**src/design/dqt_pkg.sv**
```systemverilog
package dqt_pkg;

   localparam int DELIM_ENTRIES  = 8;
   localparam int PRES_ENTRIES   = 4;
   localparam int MAX_STRING_LEN = 4096;
   localparam int POS_W          = $clog2(MAX_STRING_LEN);
   localparam logic [POS_W-1:0] POS_TOP = POS_W'(MAX_STRING_LEN - 1);

   localparam int CHAR_W  = 8;
   localparam int CSR_IDX_W  = 3;
   localparam int CSR_DATA_W = 64;

   localparam logic [CHAR_W-1:0] NUL_CHAR = '0;

   // register indexes of the configuration port
   localparam logic [CSR_IDX_W-1:0] CSR_DELIM_CHARS = 3'd0;
   localparam logic [CSR_IDX_W-1:0] CSR_DELIM_REPL  = 3'd1;
   localparam logic [CSR_IDX_W-1:0] CSR_DELIM_FLAGS = 3'd2;
   localparam logic [CSR_IDX_W-1:0] CSR_PRES_STARTS = 3'd3;
   localparam logic [CSR_IDX_W-1:0] CSR_PRES_STOPS  = 3'd4;
   localparam logic [CSR_IDX_W-1:0] CSR_PRES_FLAGS  = 3'd5;

   typedef enum logic [1:0] {
      MODE_SKIP   = 2'd0,
      MODE_TOKEN  = 2'd1,
      MODE_REGION = 2'd2
   } mode_type;

   typedef struct packed {
      logic [63:0] delim_chars;
      logic [63:0] delim_repl;
      logic [15:0] delim_flags;
      logic [31:0] pres_starts;
      logic [31:0] pres_stops;
      logic [7:0]  pres_flags;
   } cfg_type;

   typedef struct packed {
      logic              delim_hit;
      logic              delim_replace;
      logic [CHAR_W-1:0] delim_repl_char;
      logic              pres_hit;
      logic [CHAR_W-1:0] pres_stop;
      logic              pres_strip;
   } match_type;

   typedef struct packed {
      logic [CHAR_W-1:0] out_char;
      logic [POS_W-1:0]  out_pos;
      logic              token_found;
      logic [POS_W-1:0]  token_pos;
      logic              end_of_string;
      logic              too_long;
   } rsp_type;

endpackage

```
**src/design/delimiter_quote_tokenizer.sv**
```systemverilog
// Streaming tokenizer with quoted regions. One character enters per
// transfer on the req_ channel (0 ends the string) and exactly one result
// leaves per character on the rsp_ channel: the written-back character,
// its position, any token start found there, end of string and the
// saturation flag. The block takes a new character every cycle unless
// req_stall is high. A character passes the input register, then one
// pass of table compares and scan-state update into the result register,
// which raises rsp_valid; while the result register is full and stalled,
// the character waits in the input register.
// The per-character rate is set by the scan state loop, which updates once
// per character in that single pass. req_stall rises only while the input
// register holds a character and the result register is full and stalled.
// Configuration registers on the csr_ port are always ready and must be
// written only while no character is in flight.
module delimiter_quote_tokenizer
   import dqt_pkg::*;
(
   input  logic                  clock,
   input  logic                  reset,

   input  logic                  req_valid,
   output logic                  req_stall,
   input  logic [CHAR_W-1:0]     req_in_char,

   output logic                  rsp_valid,
   input  logic                  rsp_stall,
   output logic [CHAR_W-1:0]     rsp_out_char,
   output logic [POS_W-1:0]      rsp_out_pos,
   output logic                  rsp_token_found,
   output logic [POS_W-1:0]      rsp_token_pos,
   output logic                  rsp_end_of_string,
   output logic                  rsp_too_long,

   input  logic                  csr_valid,
   output logic                  csr_ready,
   input  logic [CSR_IDX_W-1:0]  csr_index,
   input  logic [CSR_DATA_W-1:0] csr_wdata
);

   cfg_type           cfg;
   match_type         hit;
   rsp_type           rsp_next;

   // input register
   logic              in_valid_ff, in_valid_in;
   logic [CHAR_W-1:0] in_char_ff, in_char_in;

   // result register
   logic              out_valid_ff, out_valid_in;
   rsp_type           out_ff, out_in;

   logic              out_free;
   logic              advance;
   logic              req_take;

   assign csr_ready = 1'b1;

   dqt_csr u_csr (
      .clock    (clock),
      .reset    (reset),
      .wr_en    (csr_valid && csr_ready),
      .wr_index (csr_index),
      .wr_data  (csr_wdata),
      .cfg      (cfg)
   );

   dqt_match u_match (
      .cfg (cfg),
      .chr (in_char_ff),
      .hit (hit)
   );

   dqt_core u_core (
      .clock   (clock),
      .reset   (reset),
      .advance (advance),
      .chr     (in_char_ff),
      .hit     (hit),
      .rsp     (rsp_next)
   );

   // the result register can load when empty or when its result leaves now
   assign out_free  = !out_valid_ff || !rsp_stall;
   assign advance   = in_valid_ff && out_free;
   assign req_stall = in_valid_ff && !out_free;
   assign req_take  = req_valid && !req_stall;

   always_comb begin
      in_valid_in = in_valid_ff;
      in_char_in  = in_char_ff;
      if (req_take) begin
         in_valid_in = 1'b1;
         in_char_in  = req_in_char;
      end else if (advance) begin
         in_valid_in = 1'b0;
      end

      out_valid_in = out_valid_ff;
      out_in       = out_ff;
      if (advance) begin
         out_valid_in = 1'b1;
         out_in       = rsp_next;
      end else if (!rsp_stall) begin
         out_valid_in = 1'b0;
      end
   end

   always_ff @(posedge clock) begin
      if (reset) begin
         in_valid_ff  <= 1'b0;
         out_valid_ff <= 1'b0;
      end else begin
         in_valid_ff  <= in_valid_in;
         out_valid_ff <= out_valid_in;
      end
   end

   // payload: no reset needed
   always_ff @(posedge clock) begin
      in_char_ff <= in_char_in;
      out_ff     <= out_in;
   end

   assign rsp_valid         = out_valid_ff;
   assign rsp_out_char      = out_ff.out_char;
   assign rsp_out_pos       = out_ff.out_pos;
   assign rsp_token_found   = out_ff.token_found;
   assign rsp_token_pos     = out_ff.token_pos;
   assign rsp_end_of_string = out_ff.end_of_string;
   assign rsp_too_long      = out_ff.too_long;

   // a held character stays put while the result side is blocked
   a_hold_input: assert property (@(posedge clock) disable iff (reset)
      (in_valid_ff && !out_free) |=> (in_valid_ff && $stable(in_char_ff)))
      else $error("input register lost or changed a held character");

   // a saturated position always reads as the top position
   a_sat_pos: assert property (@(posedge clock) disable iff (reset)
      (rsp_valid && rsp_too_long) |-> (rsp_out_pos == POS_TOP))
      else $error("too_long set without saturated position");

   // no token position without a token
   a_tpos_zero: assert property (@(posedge clock) disable iff (reset)
      (rsp_valid && !rsp_token_found) |-> (rsp_token_pos == '0))
      else $error("token position nonzero without token");

   // a loaded result register always presents a result next cycle
   a_load_valid: assert property (@(posedge clock) disable iff (reset)
      advance |=> rsp_valid)
      else $error("result register loaded but not valid");

endmodule

```
**src/design/dqt_csr.sv**
```systemverilog
module dqt_csr
   import dqt_pkg::*;
(
   input  logic                  clock,
   input  logic                  reset,
   input  logic                  wr_en,
   input  logic [CSR_IDX_W-1:0]  wr_index,
   input  logic [CSR_DATA_W-1:0] wr_data,
   output cfg_type               cfg
);

   cfg_type cfg_ff, cfg_in;

   always_comb begin
      cfg_in = cfg_ff;
      if (wr_en) begin
         case (wr_index)
            CSR_DELIM_CHARS: cfg_in.delim_chars = wr_data;
            CSR_DELIM_REPL:  cfg_in.delim_repl  = wr_data;
            CSR_DELIM_FLAGS: cfg_in.delim_flags = wr_data[15:0];
            CSR_PRES_STARTS: cfg_in.pres_starts = wr_data[31:0];
            CSR_PRES_STOPS:  cfg_in.pres_stops  = wr_data[31:0];
            CSR_PRES_FLAGS:  cfg_in.pres_flags  = wr_data[7:0];
            default: ;  // drop writes beyond the register list
         endcase
      end
   end

   always_ff @(posedge clock) begin
      if (reset) begin
         cfg_ff <= '0;
      end else begin
         cfg_ff <= cfg_in;
      end
   end

   assign cfg = cfg_ff;

endmodule

```
**src/design/dqt_match.sv**
```systemverilog
module dqt_match
   import dqt_pkg::*;
(
   input  cfg_type           cfg,
   input  logic [CHAR_W-1:0] chr,
   output match_type         hit
);

   // scan from the top entry down so the lowest matching entry wins
   always_comb begin
      hit = '0;
      for (int i = DELIM_ENTRIES - 1; i >= 0; i--) begin
         if (cfg.delim_flags[i] && (cfg.delim_chars[8*i +: 8] != NUL_CHAR) &&
             (cfg.delim_chars[8*i +: 8] == chr)) begin
            hit.delim_hit       = 1'b1;
            hit.delim_replace   = cfg.delim_flags[8+i];
            hit.delim_repl_char = cfg.delim_repl[8*i +: 8];
         end
      end
      for (int j = PRES_ENTRIES - 1; j >= 0; j--) begin
         if (cfg.pres_flags[j] && (cfg.pres_starts[8*j +: 8] == chr)) begin
            hit.pres_hit   = 1'b1;
            hit.pres_stop  = cfg.pres_stops[8*j +: 8];
            hit.pres_strip = cfg.pres_flags[4+j];
         end
      end
   end

endmodule

```
**src/design/dqt_core.sv**
```systemverilog
module dqt_core
   import dqt_pkg::*;
(
   input  logic              clock,
   input  logic              reset,
   input  logic              advance,
   input  logic [CHAR_W-1:0] chr,
   input  match_type         hit,
   output rsp_type           rsp
);

   mode_type          mode_ff, mode_in;
   logic [POS_W-1:0]  pos_ff, pos_in;
   logic [CHAR_W-1:0] stop_ff, stop_in;
   logic              strip_ff, strip_in;
   logic [POS_W-1:0]  open_ff, open_in;
   logic              ovf_ff, ovf_in;

   logic              start_scan;
   logic              eos;

   always_comb begin
      mode_in  = mode_ff;
      stop_in  = stop_ff;
      strip_in = strip_ff;
      open_in  = open_ff;
      start_scan = 1'b0;
      eos = (chr == NUL_CHAR);

      rsp = '0;
      rsp.out_char      = chr;
      rsp.out_pos       = pos_ff;
      rsp.too_long      = ovf_ff;
      rsp.end_of_string = eos;

      if (eos) begin
         if ((mode_ff == MODE_REGION) && strip_ff) begin
            rsp.token_found = 1'b1;
            rsp.token_pos   = open_ff;
         end
      end else begin
         case (mode_ff)
            MODE_TOKEN: begin
               if (hit.delim_hit) begin
                  if (hit.delim_replace) begin
                     rsp.out_char = hit.delim_repl_char;
                  end
                  mode_in = MODE_SKIP;
               end else if (hit.pres_hit) begin
                  start_scan = 1'b1;
               end
            end
            MODE_REGION: begin
               if (chr == stop_ff) begin
                  if (strip_ff) begin
                     rsp.out_char    = NUL_CHAR;
                     rsp.token_found = 1'b1;
                     rsp.token_pos   = (open_ff == POS_TOP) ? POS_TOP : open_ff + 1'b1;
                     mode_in = MODE_SKIP;
                  end else begin
                     start_scan = 1'b1;
                  end
               end
            end
            default: start_scan = 1'b1;
         endcase
      end

      if (start_scan) begin
         if (hit.delim_hit) begin
            mode_in = MODE_SKIP;
         end else if (hit.pres_hit) begin
            mode_in  = MODE_REGION;
            stop_in  = hit.pres_stop;
            strip_in = hit.pres_strip;
            open_in  = pos_ff;
            if (!hit.pres_strip) begin
               rsp.token_found = 1'b1;
               rsp.token_pos   = pos_ff;
            end
         end else begin
            mode_in = MODE_TOKEN;
            rsp.token_found = 1'b1;
            rsp.token_pos   = pos_ff;
         end
      end

      // position counter saturates at the top value
      pos_in = pos_ff;
      ovf_in = ovf_ff;
      if (eos) begin
         mode_in  = MODE_SKIP;
         pos_in   = '0;
         stop_in  = NUL_CHAR;
         strip_in = 1'b0;
         open_in  = '0;
         ovf_in   = 1'b0;
      end else if (pos_ff == POS_TOP) begin
         ovf_in = 1'b1;
      end else begin
         pos_in = pos_ff + 1'b1;
      end
   end

   always_ff @(posedge clock) begin
      if (reset) begin
         mode_ff  <= MODE_SKIP;
         pos_ff   <= '0;
         stop_ff  <= NUL_CHAR;
         strip_ff <= 1'b0;
         open_ff  <= '0;
         ovf_ff   <= 1'b0;
      end else if (advance) begin
         mode_ff  <= mode_in;
         pos_ff   <= pos_in;
         stop_ff  <= stop_in;
         strip_ff <= strip_in;
         open_ff  <= open_in;
         ovf_ff   <= ovf_in;
      end
   end

endmodule

```
**config.mk**
```make
export PLATFORM = sky130hd
export DESIGN_NAME = delimiter_quote_tokenizer
export DESIGN_NICKNAME = d
export VERILOG_FILES = /design/src/design/dqt_pkg.sv /design/src/design/delimiter_quote_tokenizer.sv /design/src/design/dqt_csr.sv /design/src/design/dqt_match.sv /design/src/design/dqt_core.sv
export SDC_FILE = /design/constraint.sdc
export NUM_CORES = 1
export LEC_CHECK = 0
export BUFFER_PORTS_ARGS = -buffer_cell sky130_fd_sc_hd__buf_4
export CORE_UTILIZATION = 55
export CTS_CLUSTER_SIZE = 28
export DETAILED_ROUTE_END_ITERATION = 8
export PLACE_DENSITY_LB_ADDON = 0.15
export SLEW_MARGIN = 20
export SYNTH_ARGS = -nofsm -noshare
export SYNTH_HDL_FRONTEND = slang
export SYNTH_SLANG_ARGS = --single-unit
```
**constraint.sdc**
```tcl
create_clock -name clock -period 5.6 [get_ports clock]
set_input_delay 1.12 -clock clock [delete_from_list [all_inputs] [get_ports clock]]
set_output_delay 1.12 -clock clock [all_outputs]
set_load 0.02 [all_outputs]
```
==> impl_metrics.csv, run 1 <==
group,metric,value,unit
final_layout,fin_nets,1738,
pwr,power.leakage,5.51,nW
worst_setup_path,cp_num_buf_inv,0,
clocking,cts-resized-gates,0,
die,die_w,158,µm
clocking,cts_tree,"yes",
worst_setup_path,r2r_slack,1.61,ns
worst_hold_path,hold_path.class,"reg2reg",
final_layout,nFillCells,2076,
placed_design,placed_area,0.0144,mm²
route,wl_per_cell,19.3,µm
timing,rsz0062_at_grt,"no",
clocking,cts.path.max_buffers,3,
worst_setup_path,arrival,4.29,ns
placed_design,port_buffers,116,
route,drt_first_pass_iters,5,
synth,netlist_instances,1588,
timing,worstMarginPinSlew,1.17,ns
worst_setup_path,cp_cell_sequence,"xnor2_1, o211ai_1, nor3_2, o211ai_2, o211a_1, or3_1, a32o_1",
synth,synth.distinct_cells,72,
timing,fmax,251,MHz
worst_setup_path,r2r_cells,7,
timing,drv_slew,0,
route,drc_errors,0,
die,die_h,158,µm
worst_hold_path,min_path_cells,0,
synth,synth-edff-count,43,
worst_setup_path,end_kind,"register",
global_route,grt_pass1_wl,59600,µm
die,start_util,56.6,%
synth,ys_ff_latch,297,
synth,syn-num-nets,1672,
pwr,cellPowerDensity,301,mW/mm²
final_layout,drive_above_1_share,12.9,%
synth,synthFlopType,"dfxtp_1",
clocking,cts.reportedPaths.clkPinSlew,0.06,ns
global_route,grt_max_degree,88,
clocking,cts_sinks,297,
final_layout,design_area,0.0154,mm²
placed_design,dp_hpwl,26500,µm
worst_setup_path,timing.rr.end,"rsp_out_char[7]$_DFFE_PP_",
worst_setup_path,crit_fanout,17,
synth,yosysSeqAreaShare,47.6,%
final_layout,diodes,0,
clocking,clk-insertion-delay-late,0.56,ns
die,core,0.0237,mm²
worst_setup_path,cp.required,5.91,ns
clocking,cts_max_level,1,
final_layout,regArea,0.00638,mm²
route,drtIter0Drc,1116,
clocking,numCtsBuffers,29,
worst_setup_path,max_stage_delay,1.05,ns
final_layout,multiInputGateArea,0.00652,mm²
clocking,post_cts_buffers,0,
worst_setup_path,path_delay_family,"simple AND/OR/NAND/NOR gates",
synth,avgSynthCellArea,8.44,µm²
timing,min_period,3.99,ns
die,placementRows,56,
status,status,"completed",
clocking,cts_hold_buffers,0,
timing,slew_headroom,22.0,%
route,drt-vias-per-instance,5.84,
worst_setup_path,cp-start-kind,"register",
timing,finalHoldViolCount,0,
route,vias,11656,
die,io_pins,118,
timing,fin_skew,0.0290,ns
timing,timing.final.crit_share,71.2,%
worst_hold_path,hold-path-endpoint,"rsp_too_long$_DFFE_PP_",
worst_hold_path,hold_start,"u_core.ovf_ff$_SDFFE_PP0P_",
synth,syn-cell-area,0.0134,mm²
route,drtAntennaViolNets,0,
final_layout,syn_to_final_growth,15.0,%
worst_setup_path,r2r-start,"in_char_ff[3]$_DFFE_PP_",
clocking,cts_root_buffer,"clkbuf_16",
global_route,antenna_found_initial,0,
synth,ys_warn_count,0,
global_route,overflow,0,
pwr,ir_drop,0.207,mV
timing,finalSetupViolations,0,
placed_design,place_congestion,0.928,
global_route,track_usage,31.1,%
die,die_area,0.0250,mm²
synth,async_flop_share,0,%
worst_setup_path,path_class,"reg2reg",
run,max_cap_viol_count,0,
route,wl,38400,µm
final_layout,post-route-util,65.1,%
global_route,grt_pass1_vias,10671,
worst_setup_path,crit_slowest_cell,"edfxtp_1",
timing,fin_tns_setup,0,ns
-- worst reg2reg max path: cells and delay by family (launching register included) --
| kind | cells | cell delay (ns) |
|---|---|---|
| simple gates | 2 | 1.36 |
| compound gates | 4 | 1.11 |
| flops | 1 | 1.05 |
| xor+xnor | 1 | 0.21 |
-- routing by layer --
layer  up-vias  global-route usage, %  wire length [µm]
met2       452                   49.1             17400
met4         0                   10.5              1210
met1      5519                   43.9             17100
met3        86                   3.67              2740
li1       5599                      -                 -
met5         -                      0                 0
-- synthesized netlist by cell type (all sizes together), types with 13 or more instances --
library cell,instances,area [µm²]
inv,24,90.1
o21ai,17,85.1
xor2,48,420
and3,13,81.3
dfxtp,254,5080
a21oi,233,1170
xnor2,63,552
nand3,31,155
mux2i,20,200
nand4,13,87.6
buf,27,158
edfxtp,43,1290
nand2,465,1750
clkbuf,73,274
a22o,26,228
nor2,45,169
nor3,18,106
nor4,27,181
-- where the power goes --
| part | total [mW] | internal [mW] | switching [mW] |
|---|---|---|---|
| sequential | 2.26 | 2.21 | 0.0509 |
| combinational | 0.348 | 0.133 | 0.214 |
| clock | 2.03 | 1.22 | 0.815 |
-- logic make-up (layout without fill, tap and decap cells) --
logic type                 count (synthesis)  in the layout  share of synthesized area [%]
adders and majority gates                  4              4                          0.373
and+or+nand+nor                          659            659                           21.6
AOI/OAI and AO/OA                        359            359                           16.5
muxes                                     32             32                           2.75
other                                      1              1                         0.0280
buffers and inverters                    125            213                           3.92
DFF                                      297            297                           47.6
xor gates and xnor gates                 111            111                           7.25
-- metrics by stage --
step,hold WS [ns],cells,power (mW),setup WS (ns)
after floorplan,0.409,1588,2.50,2.65
after global placement,0.419,1942,2.65,1.80
after detailed placement,0.430,1942,2.65,1.71
after CTS,0.444,1995,4.67,1.67
after global routing,0.449,1995,4.78,1.40
final,0.443,1995,4.64,1.61
-- worst max-delay path by stage --
stage	startpoint	end	slack, ns	cells after the start
2_1_floorplan	rsp_stall	u_core.pos_ff[9]$_SDFFE_PP0P_	2.65	8
3_3_place_gp	in_char_ff[3]$_DFFE_PP_	rsp_out_char[4]$_DFFE_PP_	1.80	7
3_5_place_dp	in_char_ff[3]$_DFFE_PP_	rsp_out_char[6]$_DFFE_PP_	1.71	7
4_1_cts	in_char_ff[3]$_DFFE_PP_	rsp_out_char[7]$_DFFE_PP_	1.67	7
5_1_grt	in_char_ff[3]$_DFFE_PP_	rsp_out_char[6]$_DFFE_PP_	1.40	7
6_report	in_char_ff[3]$_DFFE_PP_	rsp_out_char[7]$_DFFE_PP_	1.61	7
-- cell usage in the layout, fill, tap and decap left out, types with 20 or more instances in the layout --
cell type	count
mux2i_1	20
nor2_1	45
buf_4	134
nand3_1	31
inv_1	24
edfxtp_1	43
dfxtp_1	254
xnor2_1	63
nand2_1	464
xor2_1	48
a21oi_1	233
clkbuf_16	30
nor4_1	25
a22o_1	26
-- registers in the layout, indices dropped and copies added, names as in the netlist, 2 cells and up --
| register | count |
|---|---|
| rsp_token_pos | 12 |
| u_core.open_ff | 12 |
| u_core.mode_ff | 2 |
| u_core.stop_ff | 8 |
| rsp_out_char | 8 |
| u_csr.cfg | 216 |
| in_char_ff | 8 |
| rsp_out_pos | 12 |
| u_core.pos_ff | 12 |
-- cell type report --
class,count,share of cell area [%]
Multi-Input combinational cell,1166,42.3
Sequential cell,297,41.4
Timing Repair Buffer,135,6.60
Clock buffer,40,5.37
Tap cell,319,2.59
Clock inverter,13,1.12
Inverter,25,0.609
Power figures use the tool's default switching activity.
==> inputs of run 2 (changes only) <==
--- a/config.mk
+++ b/config.mk
@@ -6,7 +6,7 @@
 export NUM_CORES = 1
 export LEC_CHECK = 0
 export BUFFER_PORTS_ARGS = -buffer_cell sky130_fd_sc_hd__buf_4
-export CORE_UTILIZATION = 55
+export CORE_UTILIZATION = 54
 export CTS_CLUSTER_SIZE = 28
 export DETAILED_ROUTE_END_ITERATION = 8
 export PLACE_DENSITY_LB_ADDON = 0.15
==> constraint.sdc (replaced) <==
create_clock -name clock -period 3.55 [get_ports clock]
set_input_delay 0.71 -clock clock [delete_from_list [all_inputs] [get_ports clock]]
set_output_delay 0.71 -clock clock [all_outputs]
set_load 0.02 [all_outputs]
==> impl_metrics.csv, run 2 (same netlist as run 1, synthesis figures left out) <==
group,metric,value,unit
worst_setup_path,r2r_cells,7,
clocking,post_cts_buffers,0,
clocking,cts.reportedPaths.clkPinSlew,0.06,ns
timing,min_period,3.28,ns
timing,setup_slack,0.271,ns
worst_setup_path,path_class,"reg2reg",
final_layout,fin_nets,1759,
timing,finalHoldViolCount,0,
worst_hold_path,hold_path.class,"in2reg",
die,io_pins,118,
final_layout,layout_common_cells,"464 x nand2_1, 254 x dfxtp_1, 233 x a21oi_1, 149 x buf_4, 63 x xnor2_1",
route,drt-vias-per-instance,5.77,
worst_setup_path,r2r_slack,0.27,ns
placed_design,pre_cts_ws,0.286,ns
die,start_util,55.1,%
global_route,grt_max_degree,96,
timing,drv_slew,0,
clocking,cts_max_level,1,
worst_setup_path,end_kind,"register",
global_route,overflow,0,
timing,slew_headroom,34.6,%
timing,fmax,305,MHz
final_layout,syn_to_final_growth,16.7,%
worst_hold_path,hold-path-endpoint,"in_char_ff[0]$_DFFE_PP_",
clocking,cts_sinks,297,
placed_design,dp_hpwl,26600,µm
placed_design,port_buffers,116,
timing,worstMarginPinSlew,0.980,ns
worst_setup_path,arrival,3.78,ns
worst_setup_path,cp.required,4.05,ns
timing,timing.final.crit_share,92.4,%
clocking,clk-insertion-delay-late,0.56,ns
run,max_cap_viol_count,0,
die,die_area,0.0255,mm²
final_layout,largest_reg_flops,216,
worst_hold_path,min_path_cells,1,
route,vias,11669,
worst_setup_path,cp-start-kind,"register",
pwr,power.leakage,5.64,nW
status,status,"completed",
clocking,cts_hold_buffers,0,
timing,fin_tns_setup,0,ns
placed_design,place_congestion,0.913,
worst_setup_path,timing.rr.end,"u_core.open_ff[3]$_SDFFE_PP0P_",
final_layout,diodes,0,
die,placementRows,57,
worst_hold_path,hold_start,"req_in_char[0]",
pwr,cellPowerDensity,477,mW/mm²
clocking,cts_tree,"yes",
clocking,cts-resized-gates,0,
pwr,ir_drop,0.400,mV
die,die_h,160,µm
timing,finalSetupViolations,0,
worst_setup_path,crit_fanout,22,
clocking,cts_root_buffer,"clkbuf_16",
global_route,grt_pass1_vias,11225,
global_route,track_usage,30.7,%
route,drtIter0Drc,1191,
die,die_w,160,µm
worst_setup_path,r2r-start,"u_csr.cfg[164]$_SDFFE_PP0P_",
route,wl,38900,µm
global_route,antenna_found_initial,0,
die,core,0.0243,mm²
global_route,grt_pass1_wl,62000,µm
final_layout,drive_above_1_share,13.8,%
route,wl_per_cell,19.2,µm
timing,rsz0062_at_grt,"no",
timing,fin_skew,0.00895,ns
route,drc_errors,0,
clocking,cts.path.max_buffers,3,
route,drtAntennaViolNets,0,
route,drt_first_pass_iters,5,
final_layout,mostFrequentLayoutCell,"nand2_1",
clocking,numCtsBuffers,31,
-- run 2: final cells by class --
class | instances | area [µm²]
clock inverters | 17 | 180
repair buffers | 154 | 1210
inverters | 25 | 93.8
clock buffers | 39 | 857
well taps | 324 | 405
fillers | 2140 | 8680
multi-input cells | 1166 | 6520
flip-flops and latches | 297 | 6380
-- run 2: power breakdown --
group          total (mW)  leakage [nW]  switching [mW]  internal (mW)
combinational       0.587          2.68           0.363          0.224
clock                3.32         0.512            1.34           1.98
sequential           3.55          2.45          0.0588           3.49
total                7.46          5.64            1.76           5.70
-- run 2: worst max-delay path by stage --
| stage | endpoint | slack [ns] | start |
|---|---|---|---|
| floorplan | rsp_out_char[1]$_DFFE_PP_ | 0.62 | in_char_ff[3]$_DFFE_PP_ |
| CTS | u_core.open_ff[10]$_SDFFE_PP0P_ | 0.29 | u_csr.cfg[164]$_SDFFE_PP0P_ |
| global route | u_core.open_ff[9]$_SDFFE_PP0P_ | 0.14 | in_char_ff[5]$_DFFE_PP_ |
| detailed placement | u_core.open_ff[2]$_SDFFE_PP0P_ | 0.29 | u_csr.cfg[164]$_SDFFE_PP0P_ |
| finish | u_core.open_ff[3]$_SDFFE_PP0P_ | 0.27 | u_csr.cfg[164]$_SDFFE_PP0P_ |
| global placement | u_core.open_ff[8]$_SDFFE_PP0P_ | 0.40 | in_char_ff[2]$_DFFE_PP_ |
-- run 2: per-layer routing --
metal	vias to the layer above	GRT usage (%)	part of all wire, %
met5	-	0	0
met4	0	10.3	3.2
met3	74	4.25	7.5
met2	447	48.3	45
met1	5506	43.3	45
li1	5642	-	-
-- run 2: critical path, cell delays in order (launching register included) --
cell,delay (ns)
dfxtp_1,0.33
or4_4,0.56
o211ai_4,0.33
nor3_2,0.13
or4_4,0.57
nor3_4,0.26
and4_1,0.79
a22o_1,0.24
-- run 2: per-stage QoR --
| stage | util, % | instance area (µm²) | std cells | total power, mW | hold slack (ns) |
|---|---|---|---|---|---|
| global route | 64.3 | 15600 | 2022 | 7.69 | 0.317 |
| floorplan | - | 13400 | 1588 | 3.94 | 0.409 |
| finish | 64.3 | 15600 | 2022 | 7.46 | 0.323 |
| global placement | 60.1 | 14600 | 1966 | 4.20 | 0.416 |
| detailed placement | 60.1 | 14600 | 1966 | 4.20 | 0.423 |
| CTS | 64.3 | 15600 | 2022 | 7.49 | 0.313 |
==> inputs of run 3 (changes only) <==
--- a/config.mk
+++ b/config.mk
@@ -5,7 +5,7 @@
 export SDC_FILE = /design/constraint.sdc
 export NUM_CORES = 1
 export LEC_CHECK = 0
-export BUFFER_PORTS_ARGS = -buffer_cell sky130_fd_sc_hd__buf_4
+export BUFFER_PORTS_ARGS = -buffer_cell sky130_fd_sc_hd__buf_2
 export CORE_UTILIZATION = 54
 export CTS_CLUSTER_SIZE = 28
 export DETAILED_ROUTE_END_ITERATION = 8
==> impl_metrics.csv, run 3 (same netlist as run 1, synthesis figures left out) <==
group,metric,value,unit
status,status,"completed",
worst_setup_path,max_stage_delay,0.69,ns
die,die_area,0.0255,mm²
timing,worstMarginPinSlew,1.10,ns
final_layout,largest_reg_flops,216,
global_route,grt_max_degree,127,
worst_setup_path,path_class,"reg2reg",
clocking,numCtsBuffers,30,
global_route,met3_usage,4.14,%
timing,fmax,299,MHz
timing,timing.final.crit_share,94.3,%
die,io_pins,118,
placed_design,dp_hpwl,26600,µm
final_layout,post-route-util,62.8,%
final_layout,diodes,0,
die,core,0.0243,mm²
worst_setup_path,r2r_cells,8,
worst_setup_path,crit_slowest_cell,"edfxtp_1",
worst_setup_path,path_delay_family,"simple AND/OR/NAND/NOR gates",
die,die_h,160,µm
route,drt-vias-per-instance,5.82,
clocking,cts_root_buffer,"clkbuf_16",
route,drc_errors,0,
worst_setup_path,cp-start-kind,"register",
timing,drv_slew,0,
final_layout,nFillCells,2175,
final_layout,syn_to_final_growth,13.9,%
worst_setup_path,end_kind,"register",
final_layout,mostFrequentLayoutCell,"nand2_1",
clocking,clk-insertion-delay-late,0.56,ns
clocking,cts_max_level,1,
die,placementRows,57,
global_route,grt_pass1_vias,11012,
clocking,cts_tree,"yes",
global_route,track_usage,30.3,%
worst_setup_path,cp.required,3.86,ns
route,wl,38900,µm
timing,rsz0062_at_grt,"no",
pwr,cellPowerDensity,467,mW/mm²
worst_setup_path,arrival,3.66,ns
timing,fin_tns_setup,0,ns
pwr,ir_drop,0.381,mV
route,drtIter0Drc,984,
route,drtAntennaViolNets,0,
clocking,cts.reportedPaths.clkPinSlew,0.06,ns
worst_setup_path,timing.rr.end,"rsp_out_char[3]$_DFFE_PP_",
global_route,antenna_found_initial,0,
run,max_cap_viol_count,0,
timing,slew_headroom,26.4,%
clocking,cts_sinks,297,
placed_design,port_buffers,116,
global_route,overflow,0,
timing,fin_skew,0.00743,ns
global_route,grtUsageMet2,47.8,%
die,die_w,160,µm
timing,min_period,3.35,ns
clocking,cts_hold_buffers,0,
global_route,use_met1,42.5,%
worst_hold_path,hold_path.class,"in2reg",
clocking,cts.path.max_buffers,3,
worst_hold_path,hold-path-endpoint,"in_char_ff[2]$_DFFE_PP_",
global_route,grt_pass1_wl,61000,µm
timing,finalHoldViolCount,0,
timing,finalSetupViolations,0,
route,drt_first_pass_iters,5,
worst_setup_path,r2r_slack,0.20,ns
route,wl_per_cell,19.2,µm
final_layout,layout_common_cells,"464 x nand2_1, 254 x dfxtp_1, 233 x a21oi_1, 115 x buf_2, 63 x xnor2_1",
final_layout,drive_above_1_share,14.0,%
pwr,power.leakage,5.50,nW
final_layout,fin_nets,1762,
worst_setup_path,cp_num_buf_inv,1,
global_route,grt_busiest_layer,"met2",
worst_setup_path,r2r-start,"in_char_ff[6]$_DFFE_PP_",
route,vias,11758,
worst_hold_path,hold_start,"req_in_char[2]",
worst_setup_path,crit_fanout,9,
placed_design,place_congestion,0.943,
worst_hold_path,min_path_cells,1,
die,start_util,55.1,%
worst_setup_path,cp_cell_sequence,"buf_4, xor2_1, nor4_1, nand3_1, a21oi_1, o211ai_1, or3_1, a32o_1",
-- run 3: report_power, final --
group | leakage [nW] | switching (mW) | internal [mW] | total (mW)
Clock | 0.457 | 1.31 | 1.73 | 3.04
Combinational | 2.59 | 0.359 | 0.190 | 0.549
Sequential | 2.45 | 0.0601 | 3.49 | 3.55
Total | 5.50 | 1.73 | 5.41 | 7.14
-- run 3: metal layers --
| layer | vias to the layer above | share of wire (%) |
|---|---|---|
| met5 | - | 0 |
| met2 | 474 | 45 |
| li1 | 5651 | - |
| met1 | 5547 | 44 |
| met4 | 0 | 3.4 |
| met3 | 86 | 7.5 |
-- run 3: timing repair --
item | 4_1_cts | 5_1_grt
setup buffers | 0 | 3
resized for setup | 0 | 0
setup endpoints to repair | 0 | 1
-- run 3: cell type report --
class                           instances  area, µm²  area share (%)
Inverter                               25       93.8           0.615
Clock buffer                           37        838            5.49
Clock inverter                         14       97.6           0.639
Sequential cell                       297       6380            41.8
Timing Repair Buffer                  158        940            6.15
Tap cell                              324        405            2.65
Multi-Input combinational cell       1166       6520            42.7
-- run 3: worst max path at each step --
stage	from	end	slack, ns	cells past startpoint
after floorplan	in_char_ff[3]$_DFFE_PP_	rsp_out_char[1]$_DFFE_PP_	0.62	11
final	in_char_ff[6]$_DFFE_PP_	rsp_out_char[3]$_DFFE_PP_	0.20	8
after detailed placement	in_char_ff[4]$_DFFE_PP_	u_core.stop_ff[5]$_SDFFE_PP0P_	0.23	7
after global routing	in_char_ff[7]$_DFFE_PP_	u_core.stop_ff[5]$_SDFFE_PP0P_	0.11	8
after global placement	in_char_ff[4]$_DFFE_PP_	u_core.stop_ff[1]$_SDFFE_PP0P_	0.35	7
after CTS	in_char_ff[4]$_DFFE_PP_	u_core.stop_ff[5]$_SDFFE_PP0P_	0.23	7
-- run 3: metrics by stage --
stage          cell area, µm²  hold WS [ns]  total power, mW  cells  setup WS (ns)
2_1_floorplan           13400         0.409             3.94   1588          0.615
3_3_place_gp            14300         0.418             4.16   1967          0.345
3_5_place_dp            14300         0.418             4.16   1967          0.231
4_1_cts                 15200         0.323             7.16   2018          0.232
5_1_grt                 15300         0.325             7.36   2021          0.112
6_report                15300         0.331             7.14   2021          0.201
